[src/bpa_ram.sv]
`timescale 1ns / 1ps
module bpa_ram #(
  parameter int WIDTH = 8,
  parameter int DEPTH = 16
) (
  input  logic                     clk,
  input  logic                     we,
  input  logic [$clog2(DEPTH)-1:0] waddr,
  input  logic [WIDTH-1:0]         wdata,
  input  logic [$clog2(DEPTH)-1:0] raddr,
  output logic [WIDTH-1:0]         rdata
);

  logic [WIDTH-1:0] mem [DEPTH];

  always_ff @(posedge clk) begin
    if (we) begin
      mem[waddr] <= wdata;
    end
    rdata <= mem[raddr];
  end

endmodule

[config.mk]
export PLATFORM = sky130hd
export DESIGN_NAME = bpa_ram
export DESIGN_NICKNAME = d
export VERILOG_FILES = /design/src/bpa_ram.sv
export SDC_FILE = /design/constraint.sdc
export NUM_CORES = 1
export LEC_CHECK = 0
export BUFFER_PORTS_ARGS = -buffer_cell sky130_fd_sc_hd__clkbuf_2
export CORE_UTILIZATION = 65
export CTS_CLUSTER_DIAMETER = 100
export DETAILED_ROUTE_END_ITERATION = 12
export GPL_TIMING_DRIVEN = 0
export PLACE_DENSITY = 0.84
export SYNTH_ARGS = -nofsm -noshare
export SYNTH_HDL_FRONTEND = slang
export SYNTH_SLANG_ARGS = --single-unit
[constraint.sdc]
create_clock -name clk -period 5.05 [get_ports clk]
set_input_delay 0.505 -clock clk [delete_from_list [all_inputs] [get_ports clk]]
set_output_delay 0.505 -clock clk [all_outputs]
set_load 0.02 [all_outputs]
==> results of run 1 <==
[area by class of cell]
class	count	area [um2]	share of cell area (%)
repair buffers	24	120	2.00
clock inverters	12	175	2.91
plain buffers	10	86.3	1.44
multi-input cells	83	1060	17.6
flip-flops and latches	136	4000	66.6
well taps	102	128	2.12
clock buffers	20	445	7.40
[routing by layer]
metal	track usage [%]	part of all wire (%)	vias to the layer above
li1	-	-	1064
met1	38.1	39	1286
met2	43.1	48	149
met3	9.05	10	28
met4	12.7	2.6	2
met5	0	0.086	-
[critical path, delay by kind of cell]
| family | cells | cell delay [ns] |
|---|---|---|
| buf+inv | 1 | 0.10 |
| simple gates | 2 | 1.55 |
[cell usage after synthesis (all sizes together)]
| cell type | instances | area [um2] |
|---|---|---|
| a22oi | 16 | 120 |
| and2 | 1 | 6.26 |
| and2b | 1 | 7.51 |
| buf | 7 | 56.3 |
| clkdlybuf4s25 | 3 | 30.0 |
| dfxtp | 8 | 160 |
| edfxtp | 128 | 3840 |
| mux4 | 32 | 773 |
| nand2 | 9 | 33.8 |
| nand2b | 2 | 12.5 |
| nand3 | 1 | 5.00 |
| nand3b | 2 | 15.0 |
| nor2 | 13 | 48.8 |
| nor2b | 1 | 6.26 |
| nor3 | 4 | 20.0 |
| or3b | 1 | 8.76 |
[cell families after synthesis]
family | Yosys count
compound gates | 16
buf+inv | 10
flops | 136
mux | 32
simple gates | 35
[sequential cells by signal (all words and copies together) (netlist names)]
register	cells
rdata	8
mem	128
[worst max path at each step]
stage	from	endpoint	cells after the start
final	waddr[2]	mem[0][0]$_DFFE_PP_	3
after global routing	waddr[2]	mem[0][6]$_DFFE_PP_	3
after CTS	waddr[2]	mem[0][6]$_DFFE_PP_	3
after detailed placement	waddr[2]	mem[0][7]$_DFFE_PP_	3
after global placement	waddr[2]	mem[0][7]$_DFFE_PP_	3
after floorplan	waddr[2]	mem[0][0]$_DFFE_PP_	2
[power by group through the flow]
stage	sequential [mW]	clock, mW	combinational, mW
2_1_floorplan	1.30	0	0.0641
4_1_cts	1.27	1.28	0.129
6_report	1.27	1.28	0.129
3_5_place_dp	1.29	0	0.127
3_3_place_gp	1.29	0	0.122
5_1_grt	1.27	1.34	0.136
==> results, run 1 <==
- The antenna diode count is 0.
- Global routing consumed, over all layers together, 28.2% of the routing resources.
- For the worst setup path, the data arrival time is 2.16 ns.
- For this design the static power due to leakage is just over 2 nW.
- Leaving out fill and tap cells, the most frequent cell in the layout is edfxtp_1.
- After detailed routing, the average wire length per cell comes to 27.0 um.
- In this run the worst path has a maximum fanout of 8.
- The number of synthesized register bits is 136.
- Traced cell by cell, the critical path runs through clkbuf_2 > or3b_2 > nor3_1.
- The hold-fix buffer count after cts is 0.
- The number of gates resized after CTS was 0.
- The worst hold path begins at wdata[1].
- Of the post-synthesis cell area, the part taken by muxes is around 15%.
- The last weighted congestion value of the routability-driven placer is 0.750.
- The insertion delay of the later-clocked pin in the worst-skew pair is 0.52 ns.
- The minimum setup slack among reg-to-reg paths is 3.60 ns.
- The buffer count from post-CTS setup fixing is 0.
- The setup violation total in the final timing report is 0.
- The compound-gate portion of the synthesized area is under 10%.
- The number of nets in the synthesized netlist is 247.
- For this run, the post-layout net count is between 200 and 300.
- The minimum hold slack is 0.436 ns.
- The total wire length is 10.5 mm.
- Using the TritonRoute via totals, the vias-per-cell ratio works out to 6.53.
- The number of clock sinks is 136.
- Buffers inserted during clock tree synthesis total 17.
- The maximum number of pins on one net before global-route repair is 17.
- The run finished with clean final reports.
- The first global-routing pass estimated 15.6 mm of wire.
- The area of the core region is 7690 um2.
- The final design utilization is 78.3%.
- The adder and majority cell fraction of the synthesized area is 0%.
- The die is 91.0 um wide.
- The endpoint with the worst hold slack is mem[9][1]$_DFFE_PP_.
- The delay contributed by the slowest stage of the critical path is roughly 1.0 ns.
- Setup repair after global routing left no endpoint under its margin.
- The die span in y is 91.0 um.
- The share of total power in sequential cells is around 48%.
- The power share of the clock group is 47.7%.
- The pre-CTS worst setup slack is 2.59 ns.
- The number of different library cells used by synthesis comes to 19.
- Combinational logic burns around 4.8% of the power.
- In this run the number of H-tree levels came out at 4.
- The final number of max-transition violations is 0.
- Counting cells, the worst reg-to-reg path comes to 3.
- The class of the most critical hold timing path is input port to register.
- The worst-case setup margin in the final layout is ~3.0 ns.
- The initial antenna violation count is 1.
- After layout, the design draws a total of 2.68 mW.
- Across the routed clock network, the largest skew measured is 0.0110 ns.
- For this run the aggregate overflow at the end of global routing stands at 0.
- The total of warnings raised by yosys is 0.
- The smallest clock period supported by the final layout is computed as slightly above 2 ns.
- By startpoint and endpoint, the worst setup path is classified as input port to register.
- The share of synthesized area occupied by flip-flops and latches is 77.8%.
- The highest achievable clock rate is 490 MHz.
- STA classifies the critical path endpoint as a register.
- The top cell types in the final layout, fill and taps aside, are edfxtp_1 (128), clkbuf_2 (24), mux4_2 (18).
- The number of global-route vias before repair is 2589.
- The count of maximum capacitance violations is 0.
- Internal power comes to 2.14 mW.
- In the final layout, the share of cells above drive strength 1 is between 20 and 30%.
- The layout-stage area growth over the synthesis result is 16.9%.
- The destination of the worst register-to-register timing path is rdata[2]$_DFF_P_.
- The simple-gate share of the synthesized area is 3.18%.
- The layout has 408 filler cells.
- The clock tree from TritonCTS is done.
- The number of placed instances, taps included, is between 300 and 400.
- Summing all placed instances gives a cell area of 5400 um2.
- Of the total power, the share spent switching nets is between 20% and 30%.
- The portion of the clock cycle consumed by the worst path in the final layout is ~40%.
- The element type at the critical path start is an input port.
- The number of standard cells after synthesis is 229.
- The cell type of the slowest stage on the worst timing path is nor3_1.
- In this run the power spent charging and discharging nets is around 0.54 mW.
- The synthesized netlist devotes 0% of its cell area to XOR and XNOR gates.
- The worst relative slew slack is 12.2%.
- The starting density of the core is between 60% and 70%.
- The standard-cell row count is 32.
- The sum of negative setup slack is 0 ns.
- The first routing iteration left 270 violations.
- The worst-margin pin slew is between 1 and 1.5 ns.
- The longest clock path from root to sink contains 2 buffers.
- The detailed-placement wirelength estimate is 6.29 mm.
- The overall die area is around 8300 um2.
- Data on the critical path is required at its endpoint by 5.17 ns.
- After clock tree synthesis, the clock-pin slew on the worst setup and hold paths is 0.06 ns.
- The cell area after technology mapping is 5150 um2.
- The instance count along the most critical hold path is 1.
- For this run, the detailed router's first-pass iteration total came to 4.
- Each instance of the synthesized netlist takes up on average 22.5 um2.
- The origin of the critical flop-to-flop path is mem[5][2]$_DFFE_PP_.
- The count of buffers added on input and output ports is 24.
- The area of all placed cells without fillers is 6020 um2.
- For this design the ratio of total power to cell area is about 440 nW/um2.
- The clock root buffer master is clkbuf_8.
- The post-detailed-route count of antenna-violating nets is 0.
- After synthesis, the largest family of logic cells by area is multiplexers.
- The final count of hold timing violations is 0.
- The count of cells in the finished layout, fillers not included, comes to 387.
- The number of I/O pins is 26.
- The worst ir drop on vdd is between 0.3 and 0.4 mV.
- After detailed routing, the number of remaining DRC violations is 0.
- The routed layout has 2529 vias.
(Power assumes the default switching activity.)
==> run 2: changes to the inputs <==
--- a/config.mk
+++ b/config.mk
@@ -6,11 +6,11 @@
 export NUM_CORES = 1
 export LEC_CHECK = 0
 export BUFFER_PORTS_ARGS = -buffer_cell sky130_fd_sc_hd__clkbuf_2
-export CORE_UTILIZATION = 65
+export CORE_UTILIZATION = 54
 export CTS_CLUSTER_DIAMETER = 100
 export DETAILED_ROUTE_END_ITERATION = 12
 export GPL_TIMING_DRIVEN = 0
-export PLACE_DENSITY = 0.84
+export PLACE_DENSITY = 0.74
 export SYNTH_ARGS = -nofsm -noshare
 export SYNTH_HDL_FRONTEND = slang
 export SYNTH_SLANG_ARGS = --single-unit
==> constraint.sdc (replaced) <==
create_clock -name clk -period 1.8 [get_ports clk]
set_input_delay 0.18 -clock clk [delete_from_list [all_inputs] [get_ports clk]]
set_output_delay 0.18 -clock clk [all_outputs]
set_load 0.02 [all_outputs]
==> results, run 2 (same netlist as run 1, synthesis figures left out) <==
- The run finished with clean final reports.
- The clock buffer count from CTS is 17 (unchanged).
- The number of clock sinks is 136 (unchanged).
- The post-layout minimum cycle time is 1.43 ns.
- The insertion delay of the later-clocked pin in the worst-skew pair is 0.52 ns (about the same).
- The total congestion overflow was 0 (unchanged).
- The starting density of the core is 55.7% (-11 points).
- The number of H-tree branching levels is 4 (unchanged).
- STA classifies the critical path endpoint as a register.
- The buffer count from post-CTS setup fixing is 0 (unchanged).
- Counting flops per register, the top entry is mem.
- The post-cts resize count was 0 (unchanged).
- The horizontal die dimension is 99.6 um (+9.5%).
- The signal arrival time at the worst endpoint is 1.83 ns (-0.33 ns).
- The category of the critical setup timing path is register to register.
- The count of input and output buffers was 24 (unchanged).
- The worst relative slew slack is 21.6% (+9.3 points).
- The largest registers in the layout are mem: 128 flops, rdata: 8 flops.
- The number of I/O pins is 26 (unchanged).
- The area of the core region is 9240 um2 (+20%).
- The hold-fix buffer count after cts is 0 (unchanged).
- After detailed routing, no signal wire sits above met4.
- The proportion of total power due to net switching was 19.7% (-0.34 points).
- The pre-CTS worst setup slack is -0.450 ns (-3.04 ns).
- The clock root buffer master is clkbuf_8.
- The area of all placed cells without fillers came to 6070 um2 (+0.89%).
- The antenna diode count came to 0 (unchanged).
- The final count of hold timing violations came to 0 (unchanged).
- The number of iterations in the first detailed-routing pass was 4 (unchanged).
- The overall die area came to 9930 um2 (+20%).
- The required time of the critical path came to 2.20 ns (-2.97 ns).
- The detailed router's first-iteration violation count is 310 (+15%).
- The worst ir drop on vdd is 0.784 mV (+100%).
- The standard-cell row count is 35 (+9.4%).
- The via density per instance is 5.83 (-11%).
- The die span in y is 99.6 um (+9.5%).
- The clock tree from TritonCTS is done.
- The clock transition at the registers of the reported paths came to 0.06 ns (about the same).
- The total wire length is 9.71 mm (-7.2%).
- The total via count in the routed design came to 2421 (-4.3%).
- The post-detailed-route count of antenna-violating nets is 0 (unchanged).
- The count of maximum capacitance violations is 0 (unchanged).
- The maximum net fanout on the critical path is 1 (-7).
- Leaving out fill and tap cells, the most frequent cell in the layout is edfxtp_1.
- The detailed-placement wirelength estimate is 5.71 mm (-9.2%).
- The maximum number of pins on one net before global-route repair is 17 (unchanged).
- Setup repair after global routing left no endpoint under its margin.
- The detailed route wirelength on metal3 is 720 um (-34%).
- The placed cell area is 5430 um2 (+0.63%).
- The routed wire length per instance is 23.4 um (-14%).
- The initial antenna violation count is 0 (-1).
- The areal power density over the cells is 1240 nW/um2 (+180%).
- The first-pass GRT wire length is 14.7 mm (-6.1%).
- The class of the most critical hold timing path is input port to register.
- The share of total power in sequential cells is 47.3% (-0.2 points).
- The combined global-route utilization of all metal layers is 22.0% (-6.2 points).
- The share of power burned in combinational logic is 4.7% (about the same).
- The layout-stage area growth over the synthesis result is 17.9%.
- The final worst clock skew came to 0.00766 ns (-0.00338 ns).
- The internal power summed over all cells is 6.04 mW (+180%).
- The number of global-route vias before repair is 2397 (-7.4%).
- The switching power is 1.48 mW (+180%).
- The element type at the critical path start is a register.
- The worst-margin pin slew came to 1.17 ns (-0.139 ns).
- The last weighted congestion value of the routability-driven placer is 0.710 (-5.3%).
- The portion of the clock cycle consumed by the worst path in the final layout is roughly four fifths.
- The static leakage is 2.04 nW (+0.28%).
- The worst-case clock buffer depth is 2 (unchanged).
- The met1 layer wirelength in the final routing was 4.12 mm (+1.0%).
- The DRC violation count after routing is 0 (unchanged).
- The detailed-routed wire length on met2 is 4.74 mm (-5.5%).
- The fraction of layout cells with a size suffix above 1 is 30.1% (+0.60 points).
- The minimum hold slack is 0.126 ns (-0.309 ns).
- The cell count after placement is 382 (+7.6%).
- The power share of the clock group came to 48.0% (+0.3 points).
- The highest achievable clock rate is between 600 and 700 MHz.
- The setup violation total in the final timing report is 0 (unchanged).
- The number of standard cells in the final layout excluding fillers is 415 (+7.2%).
- The final number of max-transition violations is 0 (unchanged).
- The sum of internal, switching and leakage power is 7.53 mW (+180%).
- The number of flip-flops under the largest register name is 128 (unchanged).
- The library cells used most frequently in the layout, excluding fill and tap cells, are edfxtp_1 (128), clkbuf_2 (24), mux4_2 (18).
- The worst-case setup margin in the final layout is 0.368 ns (-2.64 ns).
- The number of nets in the final layout came to 291 (+0.34%).
## run 2: final timing paths
kind	startpoint	slack, ns	depth (start not counted)	to
hold reg to reg	mem[8][3]$_DFFE_PP_	0.69	3	rdata[3]$_DFF_P_
setup / recovery	mem[1][3]$_DFFE_PP_	0.37	3	rdata[3]$_DFF_P_
setup reg to reg	mem[1][3]$_DFFE_PP_	0.37	3	rdata[3]$_DFF_P_
hold / removal	wdata[6]	0.13	1	mem[7][6]$_DFFE_PP_
## run 2: power groups by stage
| stage | clock [mW] | combinational [mW] | sequential (mW) |
|---|---|---|---|
| after detailed placement | 0 | 0.355 | 3.62 |
| final | 3.61 | 0.357 | 3.56 |
| after floorplan | 0 | 0.180 | 3.65 |
| after global placement | 0 | 0.347 | 3.62 |
| after CTS | 3.64 | 0.359 | 3.56 |
| after global routing | 3.76 | 0.385 | 3.57 |
## run 2: metrics by stage
stage / util (%) / TNS (ns)
floorplan: - / 0
global placement: 58.8 / -4.59
detailed placement: 58.8 / -6.67
CTS: 65.6 / 0
global route: 65.7 / 0
finish: 65.7 / 0
## run 2: area by class of cell
type                       instances  area, um2
sequential                       136       4000
fill                             597       3170
multi-input combinational         83       1060
clock buffer                      21        459
clock inverter                    11        169
tap                              129        161
timing repair buffer              25        128
buffer                            10       86.3
## run 2: critical path, cell delays in order, from the launching register on
cell	delay [ns]
edfxtp_1	0.37
mux4_1	0.55
a22oi_1	0.31
nand2_1	0.09
## run 2: routing by layer
metal | up-vias | track usage, %
met1 | 1255 | 32.5
met4 | 0 | 6.90
met2 | 96 | 32.0
met5 | - | 0
li1 | 1060 | -
met3 | 10 | 6.96
==> run 3: changes to the inputs <==
--- a/config.mk
+++ b/config.mk
@@ -5,12 +5,13 @@
 export SDC_FILE = /design/constraint.sdc
 export NUM_CORES = 1
 export LEC_CHECK = 0
+export ABC_AREA = 1
 export BUFFER_PORTS_ARGS = -buffer_cell sky130_fd_sc_hd__clkbuf_2
-export CORE_UTILIZATION = 54
+export CORE_UTILIZATION = 61
 export CTS_CLUSTER_DIAMETER = 100
 export DETAILED_ROUTE_END_ITERATION = 12
 export GPL_TIMING_DRIVEN = 0
-export PLACE_DENSITY = 0.74
+export PLACE_DENSITY = 0.79
 export SYNTH_ARGS = -nofsm -noshare
 export SYNTH_HDL_FRONTEND = slang
 export SYNTH_SLANG_ARGS = --single-unit
==> constraint.sdc (replaced) <==
create_clock -name clk -period 1.5 [get_ports clk]
set_input_delay 0.15 -clock clk [delete_from_list [all_inputs] [get_ports clk]]
set_output_delay 0.15 -clock clk [all_outputs]
set_load 0.02 [all_outputs]
==> results, run 3 <==
- The standard-cell row count came to 35 (unchanged).
- The tree is rooted in a clkbuf_8.
- The element type at the critical path start is a register.
- The total wire length came to 13.2 mm (+36%).
- The maximum net fanout on the critical path is 1 (unchanged).
- The total of warnings raised by yosys is 0 (unchanged).
- The share of power burned in combinational logic is 6.7% (+2.0 points).
- Among all flip-flop cells after synthesis, the most frequent one is edfxtp_1.
- The signal arrival time at the worst endpoint is 1.00 ns (-0.83 ns).
- The areal power density over the cells is 1320 nW/um2 (+6.1%).
- The simple-gate share of the synthesized area is 21.0% (+18 points).
- The area of the core region came to 9200 um2 (-0.47%).
- The die span in y is 99.2 um (-0.41%).
- The class of the most critical hold timing path is input port to register.
- The first-pass GRT wire length is 20.0 mm (+36%).
- The proportion of total power due to net switching is 23.4% (+3.7 points).
- The switching power came to 2.02 mW (+36%).
- The maximum number of pins on one net before global-route repair came to 17 (unchanged).
- The number of flops mapped to enable cells by yosys is 128 (unchanged).
- The count of maximum capacitance violations came to 0 (unchanged).
- The flow ran to the end, and the final reports show no timing, DRC or antenna violations.
- The number of standard cells after synthesis is 551 (+140%).
- The final number of max-transition violations is 0 (unchanged).
- After layout, the worst path uses 76.9% of the clock period.
- The cell type of the slowest stage on the worst timing path is dfxtp_1.
- The last weighted congestion value of the routability-driven placer is 0.899 (+27%).
- The number of iterations in the first detailed-routing pass is 5 (+1).
- The number of H-tree branching levels is 4 (unchanged).
- The internal power summed over all cells is 6.61 mW (+9.3%).
- The total via count in the routed design is 3915 (+62%).
- The layout-stage area growth over the synthesis result is 13.7%.
- The routed wire length per instance is 18.5 um (-21%).
- The register with the most flip-flops in the final layout is mem.
- The post-cts resize count is 0 (unchanged).
- After synthesis, the largest family of logic cells by area is simple AND/OR/NAND/NOR gates.
- The highest achievable clock rate is 867 MHz.
- The worst setup path is captured at an output port.
- The buffering stage count on the worst path with inverters included is 1 (+1).
- The number of clock sinks came to 136 (unchanged).
- The xor and xnor area share after synthesis is 0% (unchanged).
- The detailed router's first-iteration violation count is 388 (+25%).
- The antenna diode count is 0 (unchanged).
- The number of synthesized register bits is 136 (unchanged).
- In the post-synthesis netlist, the biggest area contributors are edfxtp_1 (67%), nand2_1 (11%), nand3_1 (8.4%).
- The clock transition at the registers of the reported paths is 0.06 ns (about the same).
- The compound-gate portion of the synthesized area is 0% (-2.3 points).
- The gate family responsible for the most delay along the worst path is flip-flops.
- The worst ir drop on vdd is 0.920 mV (+17%).
- The synthesized area per cell was 10.5 um2 (-53%).
- The share of synthesized area occupied by flip-flops and latches is 69.4% (-8.4 points).
- Leaving out fill and tap cells, the most frequent cells in the layout are nand2_1 (173), edfxtp_1 (128), inv_1 (100).
- In this run the worst setup path begins at rdata[5]$_DFF_P_.
- The horizontal die dimension is 99.2 um (-0.41%).
- The worst-case clock buffer depth was 2 (unchanged).
- The cell area after technology mapping is 5770 um2 (+12%).
- The final worst clock skew is 0.00611 ns (-0.00155 ns).
- The overall die area is 9850 um2 (-0.81%).
- The area of all placed cells without fillers was 6560 um2 (+8.0%).
- TritonCTS built the clock tree.
- The post-detailed-route count of antenna-violating nets was 0 (unchanged).
- The final count of hold timing violations was 0 (unchanged).
- The synthesized net count is 569 (+130%).
- The starting density of the core came to 62.7% (+7.0 points).
- The via density per instance came to 5.47 (-6.3%).
- The clock buffer count from CTS is 17 (unchanged).
- The number of flip-flops under the largest register name is 128 (unchanged).
- The number of standard cells in the final layout excluding fillers is 716 (+73%).
- Walking the worst path, the cells encountered are clkbuf_2.
- The number of I/O pins is 26 (unchanged).
- The worst-margin pin slew is 0.944 ns (-0.224 ns).
- The sum of internal, switching and leakage power is 8.63 mW (+15%).
- The sum of negative setup slack is 0 ns (unchanged).
- The multiplexer share of the synthesized area came to 0% (-15 points).
- The detailed-placement wirelength estimate came to 8.50 mm (+49%).
- The delay contributed by the slowest stage of the critical path is 0.31 ns (-0.24 ns).
- The cell type with the largest total area after synthesis is edfxtp_1.
- The startpoint identified for the worst hold timing path is raddr[3].
- The power share of the clock group is 43.9% (-4.1 points).
- The category of the critical setup timing path is register to output port.
- The largest registers in the layout are mem: 128 flops, rdata: 8 flops.
- The DRC violation count after routing is 0 (unchanged).
- The number of nets in the final layout came to 610 (+110%).
- The fraction of registers with async set or reset after synthesis is 0% (unchanged).
- The final design utilization was 71.3% (+5.6 points).
- The count of input and output buffers is 22 (-8.3%).
- Sorting the synthesized cells by how often they occur yields nand2_1 (173), edfxtp_1 (128), inv_1 (100), nand3_1 (97), nor2_1 (17).
- The initial antenna violation count is 0 (unchanged).
- The cell count after placement is 684 (+79%).
- The most common cell in the synthesized netlist is nand2_1.
- The share of total power in sequential cells is 49.5% (+2.2 points).
- The top-area cell type share of the netlist area is 66.7% (-8.0 points).
- The number of global-route vias before repair was 3635 (+52%).
- The combined global-route utilization of all metal layers was 29.0% (+6.9 points).
- The setup violation total in the final timing report was 0 (unchanged).
- The origin of the critical flop-to-flop path is mem[11][5]$_DFFE_PP_.
- The insertion delay of the later-clocked pin in the worst-skew pair came to 0.52 ns (about the same).
- The adder and majority cell fraction of the synthesized area is 0% (unchanged).
- The static leakage was 2.87 nW (+40%).
- The fraction of layout cells with a size suffix above 1 was 12.9% (-17 points).
- The number of unique standard cell types used by synthesis is 12 (-7).
- The worst relative slew slack is 36.9% (+15 points).
- The buffer count from post-CTS setup fixing is 0 (unchanged).
- The required time of the critical path is 1.35 ns (-0.85 ns).
- The hold-fix buffer count after cts is 0 (unchanged).
- For the finished layout, the period the worst path requires is 1.15 ns.
- Setup repair after global routing left no endpoint under its margin.
- The placed cell area came to 6020 um2 (+11%).
- The most common cell after layout, fill and taps aside is nand2_1.
- The total congestion overflow is 0 (unchanged).
run 3: cell types whose count changed in the layout (fill, tap and decap cells not counted), sizes merged, moves of 16 or more:
cell,previous run,this run
mux4,32,0
a22oi,16,0
buf,7,24
nand2,9,173
inv,1,105
nand3,1,97
run 3: area by class of cell:
class	instances	area, um2
Timing Repair Buffer	22	110
Multi-Input combinational cell	289	1210
Clock inverter	15	128
Buffer	24	166
Inverter	102	383
Fill cell	651	2640
Sequential cell	136	4000
Tap cell	111	139
Clock buffer	17	414
run 3: metal layers:
metal  GRT usage [%]  vias to the layer above  share of wire (%)
met5               0                        -                  0
met4            13.0                        0                2.7
met3            5.34                       25                8.9
met2            45.2                      220                 46
met1            40.4                     1811                 42
li1                -                     1859                  -
run 3: worst paths after layout:
| kind | to | slack [ns] | cells past startpoint |
|---|---|---|---|
| min | rdata[1]$_DFF_P_ | 0.07 | 3 |
| max | rdata[5] | 0.35 | 1 |
| max reg2reg | rdata[5]$_DFF_P_ | 0.46 | 6 |
| min reg2reg | rdata[1]$_DFF_P_ | 0.69 | 6 |
run 3: logic make-up (layout without fill, tap and decap cells):
| family | count (synthesis) | in the layout |
|---|---|---|
| flip-flops | 136 | 136 |
| AND/OR/NAND/NOR | 289 | 289 |
| buffers and inverters | 126 | 180 |
run 3: power groups by stage:
stage | logic (mW) | registers (mW) | clock network, mW
floorplan | 0.300 | 4.38 | 0
global placement | 0.550 | 4.35 | 0
detailed placement | 0.563 | 4.35 | 0
CTS | 0.569 | 4.27 | 3.79
global route | 0.623 | 4.28 | 3.93
finish | 0.574 | 4.27 | 3.78
run 3: per-stage QoR:
| stage | hold slack (ns) | setup slack [ns] |
|---|---|---|
| after floorplan | 0.249 | 0.399 |
| after global placement | 0.565 | -0.0719 |
| after detailed placement | 0.564 | -0.0961 |
| after CTS | 0.0487 | 0.330 |
| after global routing | 0.0576 | 0.332 |
| final | 0.0695 | 0.347 |
run 3: tightest hold or removal path, stage by stage:
cell and delay, ns:
buf_1 0.20, nand3_1 0.14, nand2_1 0.05
